File: src/rtl/idr_pkg.sv
// ---------------------------------------------------------------------------
// idr_pkg
// shared types, widths and constants of the imu dead-reckoning integrator
// ---------------------------------------------------------------------------
`default_nettype none

package idr_pkg;

  localparam int TIME_W    = 63;
  localparam int ACCEL_W   = 32;
  localparam int QUAT_W    = 32;
  localparam int RATE_W    = 32;
  localparam int OUT_W     = 48;
  localparam int GRAV_W    = 31;
  localparam int CAP_W     = 30;
  localparam int CFG_IDX_W = 2;
  localparam int CFG_W     = 31;

  // defaults for the top level parameters
  localparam int ACCEL_FRAC_BITS_DEF = 16;
  localparam int ACCUM_WIDTH_DEF     = 48;

  // internal widths
  localparam int ACC_W  = 36;  // gravity-compensated acceleration
  localparam int MUL_BW = 33;  // multiplier b operand, one bit per cycle
  localparam int QP_W   = 34;  // quaternion product after the q30 shift
  localparam int DT_W   = 32;  // step in seconds, q0.32

  localparam logic [CAP_W-1:0] CAP_RESET  = 30'd200000000;
  localparam logic [31:0]      RECIP_LOW  = 32'd1266874890;

  typedef enum logic [CFG_IDX_W-1:0] {
    REG_REMOVAL_ON = 2'd0,
    REG_BY_ORIENT  = 2'd1,
    REG_GRAVITY    = 2'd2,
    REG_STEP_CAP   = 2'd3
  } cfg_reg_t;

  typedef enum logic [2:0] {
    ST_IDLE,
    ST_CHECK,
    ST_START,
    ST_WAIT,
    ST_TERMS,
    ST_ZSUB,
    ST_OUT
  } state_t;

  typedef enum logic [3:0] {
    OP_DT, OP_XZ, OP_WY, OP_YZ, OP_WX, OP_XX, OP_YY,
    OP_GX, OP_GY, OP_GZ,
    OP_VX, OP_PX, OP_VY, OP_PY, OP_VZ, OP_PZ
  } op_t;

  typedef struct packed {
    logic busy;
    logic done;
  } mul_stat_t;

  // clamp a quaternion term to the signed 32-bit range
  function automatic logic signed [31:0] clamp_term(input logic signed [36:0] v);
    logic signed [31:0] r;
    if (v > 37'sh007FFFFFFF) begin
      r = 32'sh7FFFFFFF;
    end else if (v < -37'sh0080000000) begin
      r = 32'sh80000000;
    end else begin
      r = v[31:0];
    end
    return r;
  endfunction

endpackage

`default_nettype wire

File: src/rtl/idr_in_if.sv
// ---------------------------------------------------------------------------
// idr_in_if
// input sample channel: valid, ready and one imu sample
// ---------------------------------------------------------------------------
`default_nettype none

interface idr_in_if;
  import idr_pkg::*;

  logic                      valid;
  logic                      ready;
  logic [TIME_W-1:0]         sample_time_ns;
  logic signed [ACCEL_W-1:0] accel_x;
  logic signed [ACCEL_W-1:0] accel_y;
  logic signed [ACCEL_W-1:0] accel_z;
  logic signed [QUAT_W-1:0]  quat_w;
  logic signed [QUAT_W-1:0]  quat_x;
  logic signed [QUAT_W-1:0]  quat_y;
  logic signed [QUAT_W-1:0]  quat_z;
  logic signed [RATE_W-1:0]  rate_x;
  logic signed [RATE_W-1:0]  rate_y;
  logic signed [RATE_W-1:0]  rate_z;

  modport source (
    output valid, sample_time_ns, accel_x, accel_y, accel_z,
           quat_w, quat_x, quat_y, quat_z, rate_x, rate_y, rate_z,
    input  ready
  );

  modport sink (
    input  valid, sample_time_ns, accel_x, accel_y, accel_z,
           quat_w, quat_x, quat_y, quat_z, rate_x, rate_y, rate_z,
    output ready
  );

endinterface

`default_nettype wire

File: src/rtl/idr_out_if.sv
// ---------------------------------------------------------------------------
// idr_out_if
// result channel: valid, ready and one position/velocity result
// ---------------------------------------------------------------------------
`default_nettype none

interface idr_out_if;
  import idr_pkg::*;

  logic                     valid;
  logic                     ready;
  logic [TIME_W-1:0]        out_time_ns;
  logic signed [OUT_W-1:0]  pos_x;
  logic signed [OUT_W-1:0]  pos_y;
  logic signed [OUT_W-1:0]  pos_z;
  logic signed [OUT_W-1:0]  vel_x;
  logic signed [OUT_W-1:0]  vel_y;
  logic signed [OUT_W-1:0]  vel_z;
  logic signed [RATE_W-1:0] out_rate_x;
  logic signed [RATE_W-1:0] out_rate_y;
  logic signed [RATE_W-1:0] out_rate_z;

  modport source (
    output valid, out_time_ns, pos_x, pos_y, pos_z, vel_x, vel_y, vel_z,
           out_rate_x, out_rate_y, out_rate_z,
    input  ready
  );

  modport sink (
    input  valid, out_time_ns, pos_x, pos_y, pos_z, vel_x, vel_y, vel_z,
           out_rate_x, out_rate_y, out_rate_z,
    output ready
  );

endinterface

`default_nettype wire

File: src/rtl/idr_sermul.sv
// ---------------------------------------------------------------------------
// idr_sermul
// bit-serial signed multiplier, one bit of b per cycle, shift-right product
// ---------------------------------------------------------------------------
`default_nettype none

module idr_sermul #(
  parameter int AW = 40,
  parameter int BW = 33
) (
  input  wire logic                     clk,
  input  wire logic                     rst_n,
  input  wire logic                     start,
  input  wire logic signed [AW-1:0]     a,
  input  wire logic signed [BW-1:0]     b,
  output idr_pkg::mul_stat_t            stat,
  output logic signed [AW+BW:0]         prod
);
  import idr_pkg::*;

  localparam int CW = (BW > 1) ? $clog2(BW) : 1;

  logic signed [AW-1:0] a_r;
  logic signed [AW:0]   hi_r, hi_nxt;
  logic [BW-1:0]        lo_r, lo_nxt;
  logic [CW-1:0]        cnt_r;
  logic                 busy_r, done_r;
  logic                 last;
  logic signed [AW+1:0] addend, sum;

  assign last = (cnt_r == CW'(BW - 1));

  always_comb begin
    addend = '0;
    if (lo_r[0]) begin
      // sign bit of b carries negative weight
      addend = last ? -(AW+2)'(a_r) : (AW+2)'(a_r);
    end
    sum    = (AW+2)'(hi_r) + addend;
    hi_nxt = sum[AW+1:1];
    lo_nxt = {sum[0], lo_r[BW-1:1]};
  end

  always_ff @(posedge clk) begin
    if (!rst_n) begin
      busy_r <= 1'b0;
      done_r <= 1'b0;
      cnt_r  <= '0;
    end else begin
      done_r <= 1'b0;
      if (start) begin
        busy_r <= 1'b1;
        cnt_r  <= '0;
      end else if (busy_r) begin
        cnt_r <= cnt_r + CW'(1);
        if (last) begin
          busy_r <= 1'b0;
          done_r <= 1'b1;
        end
      end
    end
  end

  always_ff @(posedge clk) begin
    if (start) begin
      a_r  <= a;
      hi_r <= '0;
      lo_r <= b;
    end else if (busy_r) begin
      hi_r <= hi_nxt;
      lo_r <= lo_nxt;
    end
  end

  assign stat.busy = busy_r;
  assign stat.done = done_r;
  assign prod      = {hi_r, lo_r};

endmodule

`default_nettype wire

File: src/rtl/imu_dead_reckoning_integrator.sv
// ---------------------------------------------------------------------------
// imu_dead_reckoning_integrator
// euler dead reckoning of imu samples with gravity compensation
// ---------------------------------------------------------------------------
// sequence: an accepted sample runs n multiplies before its result is valid:
//   16 with orientation-based gravity, 7 otherwise, plus a z subtraction
//   state with removal on but not by orientation; a skipped sample returns
//   from the check state to idle; one sample at a time, set by the shared
//   bit-serial multiplier (per product: load, 33 steps of one b bit each, done)
// reset: synchronous active low; registers at their reset values, no sample
//   seen, velocity and position zero
`default_nettype none

module imu_dead_reckoning_integrator #(
  parameter int ACCEL_FRAC_BITS = idr_pkg::ACCEL_FRAC_BITS_DEF,
  parameter int ACCUM_WIDTH     = idr_pkg::ACCUM_WIDTH_DEF
) (
  input  wire logic                          clk,
  input  wire logic                          rst_n,
  idr_in_if.sink                             in_ch,
  idr_out_if.source                          out_ch,
  input  wire logic                          cfg_we,
  input  wire logic [idr_pkg::CFG_IDX_W-1:0] cfg_index,
  input  wire logic [idr_pkg::CFG_W-1:0]     cfg_data
);
  import idr_pkg::*;

  // multiplier a operand covers accumulators and compensated acceleration
  localparam int MUL_AW = (ACCUM_WIDTH > ACC_W + 4) ? ACCUM_WIDTH : ACC_W + 4;
  localparam int PW     = MUL_AW + MUL_BW + 1;
  localparam int SW     = MUL_AW + 1;
  localparam longint unsigned GRAV_RST =
    ((64'd981 << ACCEL_FRAC_BITS) + 64'd50) / 64'd100;

  localparam logic signed [ACCUM_WIDTH-1:0] ACC_MAX = {1'b0, {(ACCUM_WIDTH-1){1'b1}}};
  localparam logic signed [ACCUM_WIDTH-1:0] ACC_MIN = {1'b1, {(ACCUM_WIDTH-1){1'b0}}};

  // configuration registers
  logic              rem_on_r, by_orient_r;
  logic [GRAV_W-1:0] grav_r;
  logic [CAP_W-1:0]  cap_r;

  // sequencer
  state_t state_r, state_nxt;
  op_t    op_r, op_nxt;

  // integrator state
  logic                          time_seen_r;
  logic [TIME_W-1:0]             prev_r;
  logic signed [ACCUM_WIDTH-1:0] vel_r [3];
  logic signed [ACCUM_WIDTH-1:0] pos_r [3];

  // latched sample
  logic [TIME_W-1:0]         t_r;
  logic signed [ACCEL_W-1:0] ax_r, ay_r, az_r;
  logic signed [QUAT_W-1:0]  qw_r, qx_r, qy_r, qz_r;
  logic signed [RATE_W-1:0]  rx_r, ry_r, rz_r;

  // working values
  logic [CAP_W-1:0]         dn_r;
  logic [DT_W-1:0]          dt_r;
  logic signed [QP_W-1:0]   qxz_r, qwy_r, qyz_r, qwx_r, qxx_r, qyy_r;
  logic signed [31:0]       tx_r, ty_r, tz_r;
  logic signed [ACC_W-1:0]  acc_r [3];

  // result register
  logic                     out_valid_r;
  logic [TIME_W-1:0]        o_time_r;
  logic signed [OUT_W-1:0]  o_pos_r [3];
  logic signed [OUT_W-1:0]  o_vel_r [3];
  logic signed [RATE_W-1:0] o_rx_r, o_ry_r, o_rz_r;

  // multiplier
  logic                     mul_start;
  logic signed [MUL_AW-1:0] mul_a;
  logic signed [MUL_BW-1:0] mul_b;
  mul_stat_t                mul_stat;
  logic signed [PW-1:0]     prod;

  idr_sermul #(
    .AW (MUL_AW),
    .BW (MUL_BW)
  ) u_mul (
    .clk   (clk),
    .rst_n (rst_n),
    .start (mul_start),
    .a     (mul_a),
    .b     (mul_b),
    .stat  (mul_stat),
    .prod  (prod)
  );

  // step checks on the latched sample
  logic signed [63:0] diff;
  logic               skip;
  logic               over_cap;
  assign diff     = $signed({1'b0, t_r}) - $signed({1'b0, prev_r});
  assign skip     = !time_seen_r || diff[63] || (diff == 64'sd0);
  assign over_cap = (diff[63:CAP_W] != '0) || (diff[CAP_W-1:0] > cap_r);

  // step in seconds: dn * 4 + (dn * recip) / 2^32, saturated to 32 bits
  logic [DT_W:0] dts;
  assign dts = {1'b0, dn_r, 2'b00} + {1'b0, prod[63:32]};

  // axis of the integration ops
  logic [1:0] ax;
  logic       is_vel;
  always_comb begin
    ax     = 2'd0;
    is_vel = 1'b0;
    unique case (op_r)
      OP_VX: begin ax = 2'd0; is_vel = 1'b1; end
      OP_PX: begin ax = 2'd0; end
      OP_VY: begin ax = 2'd1; is_vel = 1'b1; end
      OP_PY: begin ax = 2'd1; end
      OP_VZ: begin ax = 2'd2; is_vel = 1'b1; end
      OP_PZ: begin ax = 2'd2; end
      default: begin ax = 2'd0; end
    endcase
  end

  // saturating accumulate of floor(value * dt / 2^32)
  logic signed [MUL_AW-1:0]      inc;
  logic signed [ACCUM_WIDTH-1:0] base;
  logic signed [SW-1:0]          sum;
  logic signed [ACCUM_WIDTH-1:0] sat;
  always_comb begin
    inc  = prod[MUL_AW+31:32];
    base = is_vel ? vel_r[ax] : pos_r[ax];
    sum  = SW'(base) + SW'(inc);
    if (sum > SW'(ACC_MAX)) begin
      sat = ACC_MAX;
    end else if (sum < SW'(ACC_MIN)) begin
      sat = ACC_MIN;
    end else begin
      sat = sum[ACCUM_WIDTH-1:0];
    end
  end

  // rotated gravity terms, each floored then clamped
  logic signed [36:0] tx_full, ty_full, tz_full;
  logic signed [36:0] sq_sum;
  always_comb begin
    tx_full = 37'(qxz_r) - 37'(qwy_r);
    ty_full = 37'(qyz_r) + 37'(qwx_r);
    sq_sum  = 37'(qxx_r) + 37'(qyy_r);
    tz_full = 37'sh0040000000 - (sq_sum <<< 1);
  end

  // operand select
  always_comb begin
    mul_a = '0;
    mul_b = '0;
    unique case (op_r)
      OP_DT: begin
        mul_a = MUL_AW'($signed({1'b0, dn_r}));
        mul_b = MUL_BW'($signed({1'b0, RECIP_LOW}));
      end
      OP_XZ: begin mul_a = MUL_AW'(qx_r); mul_b = MUL_BW'(qz_r); end
      OP_WY: begin mul_a = MUL_AW'(qw_r); mul_b = MUL_BW'(qy_r); end
      OP_YZ: begin mul_a = MUL_AW'(qy_r); mul_b = MUL_BW'(qz_r); end
      OP_WX: begin mul_a = MUL_AW'(qw_r); mul_b = MUL_BW'(qx_r); end
      OP_XX: begin mul_a = MUL_AW'(qx_r); mul_b = MUL_BW'(qx_r); end
      OP_YY: begin mul_a = MUL_AW'(qy_r); mul_b = MUL_BW'(qy_r); end
      OP_GX: begin mul_a = MUL_AW'(tx_r); mul_b = $signed({2'b00, grav_r}); end
      OP_GY: begin mul_a = MUL_AW'(ty_r); mul_b = $signed({2'b00, grav_r}); end
      OP_GZ: begin mul_a = MUL_AW'(tz_r); mul_b = $signed({2'b00, grav_r}); end
      OP_VX, OP_VY, OP_VZ: begin
        mul_a = MUL_AW'(acc_r[ax]);
        mul_b = $signed({1'b0, dt_r});
      end
      OP_PX, OP_PY, OP_PZ: begin
        mul_a = MUL_AW'(vel_r[ax]);
        mul_b = $signed({1'b0, dt_r});
      end
      default: begin mul_a = '0; end
    endcase
  end

  // next state
  logic slot_free;
  assign slot_free = !out_valid_r || out_ch.ready;

  always_comb begin
    state_nxt = state_r;
    op_nxt    = op_r;
    mul_start = 1'b0;
    unique case (state_r)
      ST_IDLE: begin
        if (in_ch.valid) state_nxt = ST_CHECK;
      end
      ST_CHECK: begin
        if (skip) begin
          state_nxt = ST_IDLE;
        end else begin
          op_nxt    = OP_DT;
          state_nxt = ST_START;
        end
      end
      ST_START: begin
        mul_start = 1'b1;
        state_nxt = ST_WAIT;
      end
      ST_WAIT: begin
        if (mul_stat.done) begin
          state_nxt = ST_START;
          op_nxt    = op_t'(op_r + 4'd1);
          priority case (1'b1)
            op_r == OP_DT: begin
              if (rem_on_r && by_orient_r) begin
                op_nxt = OP_XZ;
              end else if (rem_on_r) begin
                state_nxt = ST_ZSUB;
              end else begin
                op_nxt = OP_VX;
              end
            end
            op_r == OP_YY: state_nxt = ST_TERMS;
            op_r == OP_PZ: state_nxt = ST_OUT;
            default: state_nxt = ST_START;
          endcase
        end
      end
      ST_TERMS: begin
        op_nxt    = OP_GX;
        state_nxt = ST_START;
      end
      ST_ZSUB: begin
        op_nxt    = OP_VX;
        state_nxt = ST_START;
      end
      ST_OUT: begin
        if (slot_free) state_nxt = ST_IDLE;
      end
      default: state_nxt = ST_IDLE;
    endcase
  end

  assign in_ch.ready = (state_r == ST_IDLE);

  always_ff @(posedge clk) begin
    if (!rst_n) begin
      state_r <= ST_IDLE;
      op_r    <= OP_DT;
    end else begin
      state_r <= state_nxt;
      op_r    <= op_nxt;
    end
  end

  // configuration writes
  always_ff @(posedge clk) begin
    if (!rst_n) begin
      rem_on_r    <= 1'b1;
      by_orient_r <= 1'b0;
      grav_r      <= GRAV_W'(GRAV_RST);
      cap_r       <= CAP_RESET;
    end else if (cfg_we) begin
      unique case (cfg_reg_t'(cfg_index))
        REG_REMOVAL_ON: rem_on_r    <= cfg_data[0];
        REG_BY_ORIENT:  by_orient_r <= cfg_data[0];
        REG_GRAVITY:    grav_r      <= cfg_data[GRAV_W-1:0];
        REG_STEP_CAP:   cap_r       <= cfg_data[CAP_W-1:0];
        default: ;
      endcase
    end
  end

  // integrator state
  always_ff @(posedge clk) begin
    if (!rst_n) begin
      time_seen_r <= 1'b0;
      prev_r      <= '0;
      for (int i = 0; i < 3; i++) begin
        vel_r[i] <= '0;
        pos_r[i] <= '0;
      end
    end else begin
      if (state_r == ST_CHECK && skip) begin
        time_seen_r <= 1'b1;
        prev_r      <= t_r;
      end
      if (state_r == ST_OUT && slot_free) begin
        prev_r <= t_r;
      end
      if (state_r == ST_WAIT && mul_stat.done) begin
        unique case (op_r)
          OP_VX, OP_VY, OP_VZ: vel_r[ax] <= sat;
          OP_PX, OP_PY, OP_PZ: pos_r[ax] <= sat;
          default: ;
        endcase
      end
    end
  end

  // sample capture and working values
  always_ff @(posedge clk) begin
    if (in_ch.valid && in_ch.ready) begin
      t_r  <= in_ch.sample_time_ns;
      ax_r <= in_ch.accel_x;
      ay_r <= in_ch.accel_y;
      az_r <= in_ch.accel_z;
      qw_r <= in_ch.quat_w;
      qx_r <= in_ch.quat_x;
      qy_r <= in_ch.quat_y;
      qz_r <= in_ch.quat_z;
      rx_r <= in_ch.rate_x;
      ry_r <= in_ch.rate_y;
      rz_r <= in_ch.rate_z;
    end
    if (state_r == ST_CHECK) begin
      dn_r     <= over_cap ? cap_r : diff[CAP_W-1:0];
      acc_r[0] <= ACC_W'(ax_r);
      acc_r[1] <= ACC_W'(ay_r);
      acc_r[2] <= ACC_W'(az_r);
    end
    if (state_r == ST_TERMS) begin
      tx_r <= clamp_term(tx_full);
      ty_r <= clamp_term(ty_full);
      tz_r <= clamp_term(tz_full);
    end
    if (state_r == ST_ZSUB) begin
      acc_r[2] <= acc_r[2] - ACC_W'($signed({1'b0, grav_r}));
    end
    if (state_r == ST_WAIT && mul_stat.done) begin
      unique case (op_r)
        OP_DT: dt_r  <= dts[DT_W] ? '1 : dts[DT_W-1:0];
        OP_XZ: qxz_r <= prod[63:30];
        OP_WY: qwy_r <= prod[63:30];
        OP_YZ: qyz_r <= prod[63:30];
        OP_WX: qwx_r <= prod[63:30];
        OP_XX: qxx_r <= prod[63:30];
        OP_YY: qyy_r <= prod[63:30];
        // x and y gravity terms are twice the q30 products
        OP_GX: acc_r[0] <= acc_r[0] - prod[64:29];
        OP_GY: acc_r[1] <= acc_r[1] - prod[64:29];
        OP_GZ: acc_r[2] <= acc_r[2] - prod[65:30];
        default: ;
      endcase
    end
  end

  // result register, refilled when empty or as the previous transfer completes
  always_ff @(posedge clk) begin
    if (!rst_n) begin
      out_valid_r <= 1'b0;
    end else begin
      if (state_r == ST_OUT && slot_free) begin
        out_valid_r <= 1'b1;
      end else if (out_ch.valid && out_ch.ready) begin
        out_valid_r <= 1'b0;
      end
    end
  end

  always_ff @(posedge clk) begin
    if (state_r == ST_OUT && slot_free) begin
      o_time_r <= t_r;
      for (int i = 0; i < 3; i++) begin
        o_pos_r[i] <= OUT_W'(pos_r[i]);
        o_vel_r[i] <= OUT_W'(vel_r[i]);
      end
      o_rx_r <= rx_r;
      o_ry_r <= ry_r;
      o_rz_r <= rz_r;
    end
  end

  assign out_ch.valid       = out_valid_r;
  assign out_ch.out_time_ns = o_time_r;
  assign out_ch.pos_x       = o_pos_r[0];
  assign out_ch.pos_y       = o_pos_r[1];
  assign out_ch.pos_z       = o_pos_r[2];
  assign out_ch.vel_x       = o_vel_r[0];
  assign out_ch.vel_y       = o_vel_r[1];
  assign out_ch.vel_z       = o_vel_r[2];
  assign out_ch.out_rate_x  = o_rx_r;
  assign out_ch.out_rate_y  = o_ry_r;
  assign out_ch.out_rate_z  = o_rz_r;

endmodule

`default_nettype wire
File: src/flat_wrapper.sv
// flat-port wrapper written by rule: the top's interface ports become plain ports
module imu_dead_reckoning_integrator_flat import idr_pkg::*;
#(
  parameter int ACCEL_FRAC_BITS = idr_pkg::ACCEL_FRAC_BITS_DEF,
  parameter int ACCUM_WIDTH     = idr_pkg::ACCUM_WIDTH_DEF
)
  (clk, rst_n, cfg_we, cfg_index, cfg_data, in_ch_valid, in_ch_sample_time_ns, in_ch_accel_x, in_ch_accel_y, in_ch_accel_z, in_ch_quat_w, in_ch_quat_x, in_ch_quat_y, in_ch_quat_z, in_ch_rate_x, in_ch_rate_y, in_ch_rate_z, in_ch_ready, out_ch_valid, out_ch_out_time_ns, out_ch_pos_x, out_ch_pos_y, out_ch_pos_z, out_ch_vel_x, out_ch_vel_y, out_ch_vel_z, out_ch_out_rate_x, out_ch_out_rate_y, out_ch_out_rate_z, out_ch_ready);
  idr_in_if in_ch_i ();
  idr_out_if out_ch_i ();
  input  wire logic clk;
  input  wire logic rst_n;
  input  wire logic cfg_we;
  input  wire logic [idr_pkg::CFG_IDX_W-1:0] cfg_index;
  input  wire logic [idr_pkg::CFG_W-1:0] cfg_data;
  input wire logic [$bits(in_ch_i.valid)-1:0] in_ch_valid;
  input wire logic [$bits(in_ch_i.sample_time_ns)-1:0] in_ch_sample_time_ns;
  input wire logic [$bits(in_ch_i.accel_x)-1:0] in_ch_accel_x;
  input wire logic [$bits(in_ch_i.accel_y)-1:0] in_ch_accel_y;
  input wire logic [$bits(in_ch_i.accel_z)-1:0] in_ch_accel_z;
  input wire logic [$bits(in_ch_i.quat_w)-1:0] in_ch_quat_w;
  input wire logic [$bits(in_ch_i.quat_x)-1:0] in_ch_quat_x;
  input wire logic [$bits(in_ch_i.quat_y)-1:0] in_ch_quat_y;
  input wire logic [$bits(in_ch_i.quat_z)-1:0] in_ch_quat_z;
  input wire logic [$bits(in_ch_i.rate_x)-1:0] in_ch_rate_x;
  input wire logic [$bits(in_ch_i.rate_y)-1:0] in_ch_rate_y;
  input wire logic [$bits(in_ch_i.rate_z)-1:0] in_ch_rate_z;
  output wire logic [$bits(in_ch_i.ready)-1:0] in_ch_ready;
  output wire logic [$bits(out_ch_i.valid)-1:0] out_ch_valid;
  output wire logic [$bits(out_ch_i.out_time_ns)-1:0] out_ch_out_time_ns;
  output wire logic [$bits(out_ch_i.pos_x)-1:0] out_ch_pos_x;
  output wire logic [$bits(out_ch_i.pos_y)-1:0] out_ch_pos_y;
  output wire logic [$bits(out_ch_i.pos_z)-1:0] out_ch_pos_z;
  output wire logic [$bits(out_ch_i.vel_x)-1:0] out_ch_vel_x;
  output wire logic [$bits(out_ch_i.vel_y)-1:0] out_ch_vel_y;
  output wire logic [$bits(out_ch_i.vel_z)-1:0] out_ch_vel_z;
  output wire logic [$bits(out_ch_i.out_rate_x)-1:0] out_ch_out_rate_x;
  output wire logic [$bits(out_ch_i.out_rate_y)-1:0] out_ch_out_rate_y;
  output wire logic [$bits(out_ch_i.out_rate_z)-1:0] out_ch_out_rate_z;
  input wire logic [$bits(out_ch_i.ready)-1:0] out_ch_ready;
  assign in_ch_i.valid = in_ch_valid;
  assign in_ch_i.sample_time_ns = in_ch_sample_time_ns;
  assign in_ch_i.accel_x = in_ch_accel_x;
  assign in_ch_i.accel_y = in_ch_accel_y;
  assign in_ch_i.accel_z = in_ch_accel_z;
  assign in_ch_i.quat_w = in_ch_quat_w;
  assign in_ch_i.quat_x = in_ch_quat_x;
  assign in_ch_i.quat_y = in_ch_quat_y;
  assign in_ch_i.quat_z = in_ch_quat_z;
  assign in_ch_i.rate_x = in_ch_rate_x;
  assign in_ch_i.rate_y = in_ch_rate_y;
  assign in_ch_i.rate_z = in_ch_rate_z;
  assign in_ch_ready = in_ch_i.ready;
  assign out_ch_valid = out_ch_i.valid;
  assign out_ch_out_time_ns = out_ch_i.out_time_ns;
  assign out_ch_pos_x = out_ch_i.pos_x;
  assign out_ch_pos_y = out_ch_i.pos_y;
  assign out_ch_pos_z = out_ch_i.pos_z;
  assign out_ch_vel_x = out_ch_i.vel_x;
  assign out_ch_vel_y = out_ch_i.vel_y;
  assign out_ch_vel_z = out_ch_i.vel_z;
  assign out_ch_out_rate_x = out_ch_i.out_rate_x;
  assign out_ch_out_rate_y = out_ch_i.out_rate_y;
  assign out_ch_out_rate_z = out_ch_i.out_rate_z;
  assign out_ch_i.ready = out_ch_ready;
  imu_dead_reckoning_integrator #(.ACCEL_FRAC_BITS(ACCEL_FRAC_BITS), .ACCUM_WIDTH(ACCUM_WIDTH)) u_core (.clk(clk), .rst_n(rst_n), .in_ch(in_ch_i), .out_ch(out_ch_i), .cfg_we(cfg_we), .cfg_index(cfg_index), .cfg_data(cfg_data));
endmodule
File: config.mk
export PLATFORM = sky130hd
export DESIGN_NAME = imu_dead_reckoning_integrator_flat
export DESIGN_NICKNAME = d
export VERILOG_FILES = /design/src/rtl/idr_pkg.sv /design/src/rtl/idr_in_if.sv /design/src/rtl/idr_out_if.sv /design/src/rtl/idr_sermul.sv /design/src/rtl/imu_dead_reckoning_integrator.sv /design/src/flat_wrapper.sv
export SDC_FILE = /design/constraint.sdc
export NUM_CORES = 2
export LEC_CHECK = 0
export BUFFER_PORTS_ARGS = -buffer_cell sky130_fd_sc_hd__buf_4
export CAP_MARGIN = 20
export CORE_MARGIN = 4
export CORE_UTILIZATION = 45
export CTS_CLUSTER_SIZE = 12
export DETAILED_ROUTE_END_ITERATION = 12
export SLEW_MARGIN = 20
export SYNTH_ARGS = -nofsm -noshare
export SYNTH_HDL_FRONTEND = slang
export SYNTH_SLANG_ARGS = --single-unit
File: constraint.sdc
create_clock -name clk -period 40.3 [get_ports clk]
set_input_delay 8.06 -clock clk [delete_from_list [all_inputs] [get_ports clk]]
set_output_delay 8.06 -clock clk [all_outputs]
set_load 0.03 [all_outputs]
; Word-level counts from Yosys, hierarchy flattened
; Memories as Yosys holds them, arrays and structs flattened.
; Cells that the tools add are included.
[totals]
regBits = 1177
mem_bits_rw = 684
inputBits = 421
elab_cells = 229
memories = 5
[op_classes]
n_addsub = 15
magnitude_cmp = 9
n_eq_ne = 29
mux = 73
bitwise = 6
reduce_logical = 51
[mem_list]
columns = memory, words, word_bits, read_ports, rd_clocked_by_memory_dff, wr, line
row1 = u_core.o_pos_r, 3, 48, 3, 0, 3, imu_dead_reckoning_integrator.sv:69  ; logic signed [OUT_W-1:0] o_pos_r [3];
row2 = u_core.o_vel_r, 3, 48, 3, 0, 3, imu_dead_reckoning_integrator.sv:70  ; logic signed [OUT_W-1:0] o_vel_r [3];
row3 = u_core.pos_r, 3, 48, 4, 0, 3, imu_dead_reckoning_integrator.sv:51  ; logic signed [ACCUM_WIDTH-1:0] pos_r [3];
row4 = u_core.vel_r, 3, 48, 4, 0, 3, imu_dead_reckoning_integrator.sv:50  ; logic signed [ACCUM_WIDTH-1:0] vel_r [3];
row5 = u_core.acc_r, 3, 36, 4, 0, 3, imu_dead_reckoning_integrator.sv:64  ; logic signed [ACC_W-1:0] acc_r [3];
[op_table]
columns = operator, n
row1 = 48-bit one-hot mux with 9 select lines, 1
row2 = 48-bit 2-to-1 mux, 5
row3 = 33-bit one-hot mux with 6 select lines, 1
row4 = 36-bit 2-to-1 mux, 4
row5 = 63-bit 2-to-1 mux, 2
row6 = 37-bit by 32-bit > comparator with 1-bit output (second input constant), 3
row7 = 37-bit by 32-bit < comparator with 1-bit output (second input constant), 3
row8 = 36-bit subtractor, 3
row9 = 50-bit 2-to-1 mux, 2
row10 = 32-bit 2-to-1 mux, 3
row11 = 48-bit OR reduction, 2
row12 = 34-bit by 34-bit adder with 35-bit output, 2
row13 = 33-bit 2-to-1 mux, 2
row14 = 64-bit zero test, 1
row15 = 63-bit by 63-bit subtractor with 64-bit output, 1
row16 = 49-bit by 50-bit adder with 50-bit output, 1
row17 = 48-bit negation with 50-bit output, 1
row18 = 48-bit by 48-bit adder with 49-bit output, 1
row19 = 49-bit by 48-bit > comparator with 1-bit output (second input constant), 1
row20 = 49-bit by 48-bit < comparator with 1-bit output (second input constant), 1
row21 = 32-bit by 37-bit subtractor with 37-bit output (first input constant), 1
row22 = 36-bit by 32-bit subtractor with 36-bit output, 1
row23 = 34-bit by 34-bit subtractor with 35-bit output, 1
row24 = 34-bit nonzero test, 1
row25 = 39 further kinds, 139

; Logic depth before layout (Yosys ltp)
; An unclocked memory read counts as a cell.
[depth]
ltp_word = 10
mapped_depth = 29
depth_no_buf = 25

; Modules after synthesis
; From an unflattened synthesis, not the netlist that was laid out.
[unflattened]
hier_cells = 8875
area_unflattened_um2 = 98121.6
[modules_own_cells]
columns = mod, instances, cells_per_inst, area_each_um2, seq_area_each_um2
row1 = imu_dead_reckoning_integrator, 1, 7923, 89099.2, 53271.1
row2 = idr_sermul, 1, 952, 9022.4, 3573.4

; Least setup slack after synthesis
; Ideal clock, no wire load.
[synth_path]
path_type = input-to-reg
startpoint = in out_ch_ready
endpoint = reg u_core.prev_r[10]
setup_time_ps = 132
arrival_ps = 31414
required_ps = 40168
path_slack_ps = 8754
stages = 6
cell_sequence = nand2b_1 -> nor2b_1 -> a21oi_1 -> clkbuf_1 -> nand3_1 -> a21oi_1
[synth_via]
elab_chain_cells = 3
elab_cells_between_ends = 4
cone_classes = mux (1) / reduce/logical (3)
[synth_rtl]
columns = element, line
row1 = from (decl), flat_wrapper.sv:39  ; input wire logic [$bits(out_ch_i.ready)-1:0] out_ch_ready;
row2 = 1-bit logical OR (*), imu_dead_reckoning_integrator.sv:182  ; assign slot_free = !out_valid_r || out_ch.ready;
row3 = 1-bit logical AND (*), imu_dead_reckoning_integrator.sv:283  ; if (state_r == ST_OUT && slot_free) begin
row4 = 63-bit 2-to-1 mux or 2-bit nonzero test (tied branches), --
row5 = to (signal assigned), imu_dead_reckoning_integrator.sv:281  ; prev_r <= t_r;
row6 = to (signal assigned), imu_dead_reckoning_integrator.sv:284  ; prev_r <= t_r;
row7 = to (decl), imu_dead_reckoning_integrator.sv:49  ; logic [TIME_W-1:0] prev_r;
; Every way passes the cells marked *; elsewhere a longest branch is shown, timed or not.
; A chain may end at the register's enable or synchronous reset.

==> metrics.md <==
| Metric | Value |
|---|---|
| Run status | finished, final reports clean |
| Cell type contributing the most total cell area after synthesis | edfxtp_1 |
| Number of different library cells in the post-synthesis netlist | 102 |
| Total length of routed wires | 347000 µm |
| CTS tree | done |
| Count of state elements after synthesis | 1957 |
| Critical path buffer and inverter count | 5 |
| Cell Pwr Density | 51.2 nW/µm² |
| Remaining routing DRC violations | 0 |
| Number of vias after detailed routing | 74100 |
| Antenna Nets Post-Route | 0 |
| CP peak stage delay | 0.90 ns |
| Number of buffer cells added on primary ports | 869 |
| Total die area | 222000 µm² |
| Gate Count Post-Synth | 8474 |
| Max-cap violations | 0 |
| Adder and majority cell fraction of the synthesized area | 6.30% |
| Top post-synthesis cells by area | edfxtp_1 (55%), ha_1 (6.1%), dfxtp_1 (4.0%) |
| Starting Density | 45.4% |
| Via count of the first global-routing pass | 70100 |
| Nets | 10200 |
| Final standard cell count with taps included and fillers excluded | 12300 |
| Commonest non-fill, non-tap cell in the layout | edfxtp_1 |
| Half-perimeter wire length after detailed placement | 257000 µm |
| Proportion of synthesized chip area in sequential cells | 58.9% |
| Normalized max-slew margin | 14.3% |
| Average cell area after synthesis | 11.4 µm² |
| Count of hold buffers inserted by post-cts repair | 0 |
| YS warnings | 0 |
| Setup TNS | 0 ns |
| Source of the worst hold timing path | u_core.rx_r[9] |
| X dimension of the die | 471 µm |
| Min-Delay Path Depth | 0 |
| Share of layout cells above drive strength 1 | 16.0% |
| Count of endpoints failing setup in the final report | 0 |
| Critical path class | input port to register |
| Max Root-Sink Buffers | 3 |
| Compound-Gate Fraction of Synth Area | 15.3% |
| Area growth from synthesis to final layout | 17.0% |
| Filler Cells Inserted | 18500 |
| Min cycle time layout | 11.34 ns |
| Pin count of the biggest net entering global routing | 131 |
| Height of the chip | 471 µm |
| Clock Skews | 0.0592 ns |
| Total grt overflow | 0 |
| Measured slew at the worst slew-check pin | 1.28 ns |
| H-tree levels | 4 |
| Inserted Clock Buffers | 209 |
| Floorplan Core Area | 213000 µm² |
| Reg-to-reg slack, setup | 30.66 ns |
| Max-slew violations | 0 |
| Number of clock sinks seen by CTS | 1957 |
| WP data arrival | 11.81 ns |
| Chain of cells forming the critical path | buf_4 -> nand2b_1 -> nor2b_4 -> buf_4 -> buf_4 -> buf_4 -> buf_4 |
| Family with the most delay on the worst path | buffers and inverters |
| Clock Latency Late Sink | 0.87 ns |
| Wire length of the first global-routing pass | 494000 µm |
| Critical-path top delay cell | buf_4 |
| Clock transition time at the flip-flop clock pins of the worst setup and hold paths | 0.06 ns |
| Via density per instance | 6.02 |
| Peak fanout along the critical path | 88 |
| Fraction of synthesized area in multiplexers | 0.907% |
| Fraction of synthesized cell area taken by the top area cell type | 54.9% |
| Global-route total usage across every layer | 30.3% |
| Hold Vio Cnt, Final | 0 |
| Number of antenna violations at the first check in global routing | 33 |
| Commonest cells after routing, fill and taps aside | edfxtp_1 (1765), buf_4 (993), nand2_1 (839) |
| I/O pin count | 870 |
| Pre-Repair DR Iteration Count | 8 |
| Destination of the worst hold path | u_core.out_ch.out_rate_x[9] |
| Synthesized-area fraction occupied by and/or/nand/nor cells | 12.2% |
| Startpoint types | input port |
| Static leakage | 42.9 nW |
| WL per Instance | 28.2 µm |
| Highest clock frequency the design can meet | 88.2 MHz |
| Number of design-rule violations left by the first detailed-router iteration | 8676 |
| R2R Path End | u_core.vel_r[0][14] |
| Synth Cell Area | 96600 µm² |
| Number of flops mapped to enable cells by yosys | 1765 |
| Dominant combinational cell family by area after synthesis | compound AO/OA/AOI/OAI gates |
| Post-route clock period utilization | 28.1% |
| Row cnt | 169 |
| Launching point of the worst reg2reg path | u_core.op_r[3] |
| Type of the worst min-delay path | register to register |
| Kind of end point of the critical path | register |
| Length in cells of the worst reg-to-reg path | 23 |
| Unrepaired setup endpoints after global routing | no |
| Post-CTS setup buffer count | 0 |
| Root Buffer | clkbuf_16 |
| Cell repeated most along the worst path | buf_4 |
| Global placement routability congestion | 0.957 |
| Number of instances in the placed design | 11900 |
| Peak supply drop | 53.2 µV |
| Area share of xor/xnor cells in the synthesized design | 3.57% |
| CTS-repair resized insts | 0 |
| Dominant synthesized flop cell | edfxtp_1 |
| Proportion of register bits with asynchronous set or reset after synthesis | 0% |
| Required time at the endpoint of the critical path | 40.78 ns |
| Synthesized netlist net count | 9375 |
[registers in the layout (all words and copies together), names as in the netlist, 48 cells and up]
name and cells:
u_core.acc_r 108, u_core.o_pos_r 144, u_core.o_vel_r 144, u_core.out_ch.out_time_ns 63
u_core.pos_r 192, u_core.prev_r 63, u_core.t_r 63, u_core.u_mul.a_r 48
u_core.u_mul.hi_r 49, u_core.vel_r 192
[metrics by stage]
step | hold WS [ns] | cell area, µm² | utilization [%] | setup slack, ns | total power, mW
after floorplan | 0.400 | 96600 | - | 8.75 | 3.37
after global placement | 0.400 | 106000 | 50.0 | 28.13 | 3.87
after detailed placement | 0.405 | 106000 | 50.0 | 28.05 | 3.90
after CTS | 0.403 | 113000 | 53.1 | 28.98 | 5.78
after global routing | 0.409 | 113000 | 53.1 | 28.80 | 6.02
final | 0.407 | 113000 | 53.1 | 28.96 | 5.79
[how the worst max path moves through the flow]
stage	depth (start not counted)	end	start	slack, ns
detailed placement	7	u_core.o_pos_r[0][74]	out_ch_ready	28.05
global route	7	u_core.o_vel_r[0][78]	out_ch_ready	28.80
global placement	7	u_core.o_pos_r[0][25]	out_ch_ready	28.13
floorplan	6	u_core.prev_r[10]	out_ch_ready	8.75
CTS	7	u_core.o_pos_r[0][73]	out_ch_ready	28.98
finish	7	u_core.o_pos_r[0][122]	out_ch_ready	28.96
[cell families after synthesis]
family,after synthesis
AND/OR/NAND/NOR,2580
AO/OA/AOI/OAI,2271
flip-flops,1957
buffers and inverters,709
adder cells (fa/ha/maj),480
XOR/XNOR,394
multiplexers,83
[cells in the mapped netlist (50+ instances only)]
cell      instances
a21o_1          257
a21oi_1         653
and3_1           50
o22ai_1          54
nand2_1         848
clkbuf_1        298
nor2b_1          60
xnor2_1         238
o21ai_0         378
o221ai_1         53
inv_1           328
dfxtp_1         192
edfxtp_1       1765
nor3_1          104
a22oi_1          97
nor2_1          812
nand3_1         259
xor2_1          156
a31oi_1         130
o211ai_1         58
ha_1            469
nand2b_1         92
o21a_1           75
nand4_1          71
a211oi_1         56
and2_1           68
[report_power, final]
| part | leakage [nW] | internal [mW] | total, mW | switching (mW) |
|---|---|---|---|---|
| logic | 21.9 | 0.482 | 1.45 | 0.969 |
| registers | 17.9 | 2.36 | 2.45 | 0.0844 |
| clock network | 3.20 | 1.06 | 1.89 | 0.826 |
[final cells by class]
class / count / area, µm² / area share [%]
well taps: 2821 / 3530 / 3.12
inverters: 330 / 1240 / 1.10
multi-input cells: 5808 / 37200 / 32.9
flip-flops and latches: 1957 / 56800 / 50.3
repair buffers: 996 / 7510 / 6.64
clock inverters: 99 / 1080 / 0.955
diodes: 17 / 42.5 / 0.0376
clock buffers: 273 / 5560 / 4.92
[metal layers]
| metal | share of wire (%) | vias to the layer above | track usage (%) |
|---|---|---|---|
| met1 | 42 | 36600 | 42.6 |
| met4 | 4.3 | 12 | 11.6 |
| met3 | 9.5 | 513 | 5.86 |
| met5 | 0.023 | - | 0 |
| met2 | 45 | 3663 | 46.5 |
| li1 | - | 33200 | - |
Note: power is estimated with default switching activity, not from simulation.
